**src/sv/laft_pkg.sv**
```systemverilog
`timescale 1ns / 1ps
// ----------------------------------------------------------------------------
// laft_pkg
// shared types and constants of the learned address forwarding table
// ----------------------------------------------------------------------------
package laft_pkg;

  localparam int ADDR_W   = 16;
  localparam int PORT_W   = 4;
  localparam int MASK_W   = 16;
  localparam int OUTC_W   = 3;

  localparam int DEF_PORT_COUNT       = 16;
  localparam int DEF_ENTRIES_PER_PORT = 40;

  localparam logic [ADDR_W-1:0] EMPTY_ADDR = 16'h0000;

  localparam logic CMD_LEARN  = 1'b0;
  localparam logic CMD_LOOKUP = 1'b1;

  typedef enum logic [OUTC_W-1:0] {
    OUT_LOOKUP  = 3'd0,
    OUT_PRESENT = 3'd1,
    OUT_FREE    = 3'd2,
    OUT_EVICT   = 3'd3,
    OUT_IGNORED = 3'd4
  } outcome_t;

  typedef enum logic [1:0] {
    ST_IDLE,
    ST_SCAN,
    ST_DRAIN,
    ST_FINISH
  } state_t;

  typedef struct packed {
    logic load;
    logic scan;
    logic commit;
  } ctrl_cmd_t;

  typedef struct packed {
    logic scan_last;
    logic out_busy;
  } dp_stat_t;

endpackage

```
**src/sv/laft_ctrl.sv**
```systemverilog
`timescale 1ns / 1ps
// ----------------------------------------------------------------------------
// laft_ctrl
// sequencer: accept, slot scan, compare drain, commit of the result
// ----------------------------------------------------------------------------
module laft_ctrl import laft_pkg::*; (
  input  logic      clk,
  input  logic      rst_n,
  input  logic      in_valid,
  output logic      in_ready,
  input  dp_stat_t  stat,
  output ctrl_cmd_t cmd
);

  state_t state_r, state_nxt;

  always_ff @(posedge clk) begin
    if (!rst_n) begin
      state_r <= ST_IDLE;
    end else begin
      state_r <= state_nxt;
    end
  end

  always_comb begin
    state_nxt = state_r;
    case (state_r)
      ST_IDLE: begin
        if (in_valid) state_nxt = ST_SCAN;
      end
      ST_SCAN: begin
        if (stat.scan_last) state_nxt = ST_DRAIN;
      end
      ST_DRAIN: begin
        state_nxt = ST_FINISH;
      end
      ST_FINISH: begin
        if (!stat.out_busy) state_nxt = ST_IDLE;
      end
      default: begin
        state_nxt = ST_IDLE;
      end
    endcase
  end

  always_comb begin
    in_ready   = 1'b0;
    cmd        = '0;
    case (state_r)
      ST_IDLE: begin
        in_ready = 1'b1;
        cmd.load = in_valid;
      end
      ST_SCAN: begin
        cmd.scan = 1'b1;
      end
      ST_DRAIN: begin
        cmd = '0;
      end
      ST_FINISH: begin
        cmd.commit = !stat.out_busy;
      end
      default: begin
        cmd = '0;
      end
    endcase
  end

endmodule

```
**config.mk**
```make
export PLATFORM = sky130hd
export DESIGN_NAME = laft_ctrl
export DESIGN_NICKNAME = d
export VERILOG_FILES = /design/src/sv/laft_pkg.sv /design/src/sv/laft_ctrl.sv
export SDC_FILE = /design/constraint.sdc
export NUM_CORES = 1
export LEC_CHECK = 0
export ABC_CLOCK_PERIOD_IN_PS = 2800
export BUFFER_PORTS_ARGS = -buffer_cell sky130_fd_sc_hd__buf_4
export CAP_MARGIN = 20
export CORE_AREA = 2 2 39 41
export CTS_BUF_LIST = sky130_fd_sc_hd__clkbuf_8
export CTS_CLUSTER_DIAMETER = 100
export DETAILED_ROUTE_END_ITERATION = 10
export DIE_AREA = 0 0 41 43
export GPL_TIMING_DRIVEN = 0
export PLACE_DENSITY = 0.3
export SLEW_MARGIN = 10
export SYNTH_ARGS = -nofsm -noshare
export SYNTH_HDL_FRONTEND = slang
export SYNTH_SLANG_ARGS = --single-unit
```
**constraint.sdc**
```tcl
create_clock -name clk -period 2.8 [get_ports clk]
set_input_delay 0.14 -clock clk [delete_from_list [all_inputs] [get_ports clk]]
set_output_delay 0.14 -clock clk [all_outputs]
set_load 0.02 [all_outputs]
```
==> flow_summary.json <==
{
  "grt_max_degree": 5,
  "fin_crit_ns": 1.46,
  "power_density_nw_per_um2": 1100,
  "ctsHoldBuffers": 0,
  "skew_ns": 0.00219,
  "hold_viol": 0,
  "grt_pass1_wl_um": 552,
  "synth_edf_count": 0,
  "vdd_ir_drop_max_uv": 420,
  "end_kind": "register",
  "seq_area_frac_synth_pct": 24.2,
  "antenna_found_initial": 0,
  "slew_headroom_pct": 66.3,
  "dieArea_um2": 1760,
  "cp_cell_sequence": "inv_1, ha_1, a222oi_1, mux2i_1",
  "syn_area_um2": 165,
  "finish.net_count": 41,
  "syn2layout_area_growth_pct": 73.5,
  "grt.total_usage_pct": 4.90,
  "die_h_um": 43,
  "vias": 163,
  "cts.path.max_buffers": 2,
  "ys_ff_latch": 2,
  "synth_area_per_cell_um2": 8.69,
  "synthTopCellsByArea": "ha_1 30%, dfxtp_1 24%, mux2i_1 12%, inv_1 9.1%, nand2_1 6.8%",
  "initial_core_util_pct": 11.9,
  "core_um2": 1380,
  "synthCells": 19,
  "finalCritPeriodShare_pct": 52.2,
  "overflow": 0,
  "total_leakage_power_nw": 0.149,
  "clk_pin_slew_ns": 0.03,
  "routed_wl_um": 346,
  "placement.io_buffers": 8,
  "crit_fanout": 4,
  "hold_depth": 3,
  "synthArstFlopShare_pct": 0,
  "clk_latency_ns": 0.21,
  "place_hpwl_um": 287,
  "crit_type": "reg2reg",
  "slowest_delay_ns": 0.47,
  "top_regs": "state_r x2",
  "io_pins": 9,
  "ant_nets": 0,
  "yosysTopAreaCell": "ha_1",
  "synth_cell_types": 9,
  "cts.sinks": 2,
  "synth_ff_type": "dfxtp_1",
  "synth_top_area_share_pct": 30.3,
  "cts_max_level": 1,
  "placed_area_um2": 245,
  "timing.setup.tns_ns": 0,
  "startpoint_type": "register",
  "dr.pass1.iters": 4,
  "die_x_um": 41,
  "nFillCells": 159,
  "grt_pass1_vias": 154,
  "outcome": "finished clean",
  "largest-register": "state_r",
  "largest_reg_flops": 2,
  "hold_path.class": "in2reg",
  "cts_buffers": 3,
  "critPathArrivalTime_ns": 1.59,
  "tightest_slew_ns": 0.505,
  "layout-drive-gt1-share_pct": 40.0,
  "critPathSlowestCell": "a222oi_1",
  "rsz0062_at_grt": "no",
  "gp_congestion": 0.655,
  "yosys-top-cells-count": "4 x ha_1, 4 x inv_1, 3 x nand2_1",
  "maxSlewViolCount": 0,
  "num_antenna_cells": 0,
  "setup_viol": 0,
  "cts_resized": 0,
  "max_freq_ghz": 0.684,
  "drc": 0,
  "drtIter0Drc": 1,
  "tritoncts": "built",
  "maxCapViolCount": 0,
  "design_area_um2": 287,
  "required_ns": 2.93,
  "cts_root_buf": "clkbuf_8",
  "post-cts-setup-buffers": 0,
  "vias_per_cell": 3.54,
  "synth-warning-count": 0,
  "r2r_cells": 4,
  "post_drt_wl_per_cell_um": 7.52,
  "row_count": 14,
  "synth_fp_nets": 28
}
[layout by cell type, fill, tap and decap left out]
| cell type | Yosys | final |
|---|---|---|
| o21ai_0 | 1 | 1 |
| nand2_1 | 3 | 3 |
| a222oi_1 | 1 | 1 |
| and2_2 | 1 | 1 |
| buf_4 | 0 | 8 |
| clkbuf_8 | 0 | 3 |
| dfxtp_1 | 2 | 2 |
| inv_1 | 4 | 4 |
| nor2b_1 | 1 | 1 |
| mux2i_1 | 2 | 2 |
| ha_1 | 4 | 4 |
[metrics by stage]
step | worst slack, ns | util, % | total power [mW] | cells | hold slack, ns
after floorplan | 1.37 | - | 0.157 | 19 | 0.286
after global placement | 1.33 | 17.7 | 0.207 | 43 | 0.433
after detailed placement | 1.33 | 17.7 | 0.208 | 43 | 0.438
after CTS | 1.31 | 20.7 | 0.321 | 46 | 0.222
after global routing | 1.20 | 20.7 | 0.342 | 46 | 0.238
final | 1.34 | 20.7 | 0.315 | 46 | 0.223
[cell type report]
cell class / instances / area (um2) / area share (%)
repair buffers: 8 / 60.1 / 21.0
flip-flops and latches: 2 / 40.0 / 14.0
well taps: 16 / 20.0 / 6.99
clock buffers: 3 / 41.3 / 14.4
multi-input cells: 13 / 110 / 38.4
inverters: 4 / 15.0 / 5.24
[critical path, delay by kind of cell, from the launching register on]
family | cells | cell delay [ns]
AO/OA/AOI/OAI | 1 | 0.47
flip-flops | 1 | 0.37
multiplexers | 1 | 0.23
adder cells (fa/ha/maj) | 1 | 0.24
buffers and inverters | 1 | 0.08
[power by group]
part / internal [mW] / switching (mW)
Sequential: 0.0420 / 0.0137
Combinational: 0.0697 / 0.0802
Clock: 0.0905 / 0.0188
Total: 0.202 / 0.113
[path summary, 6_finish.rpt]
| path | startpoint | end | slack [ns] |
|---|---|---|---|
| max reg2reg | state_r[0] | state_r[1] | 1.34 |
| max | state_r[0] | state_r[1] | 1.34 |
| min reg2reg | state_r[0] | state_r[0] | 0.50 |
| min | rst_n | state_r[0] | 0.22 |
[routing by layer]
metal	GRT usage [%]	share of wire [%]	wire length (um)
met2	6.25	36	124
met1	5.41	47	161
met3	4.71	17	59
met4	2.00	0	0
met5	0	0	0
[cell families (layout without fill, tap and decap cells)]
logic type | Yosys count | in the layout | synth area share, %
AOI/OAI and AO/OA | 2 | 2 | 9.09
adders and majority gates | 4 | 4 | 30.3
buffers and inverters | 4 | 15 | 9.09
DFF | 2 | 2 | 24.2
muxes | 2 | 2 | 12.1
and+or+nand+nor | 5 | 5 | 15.2
No activity file was read; power rests on OpenSTA's default activity.
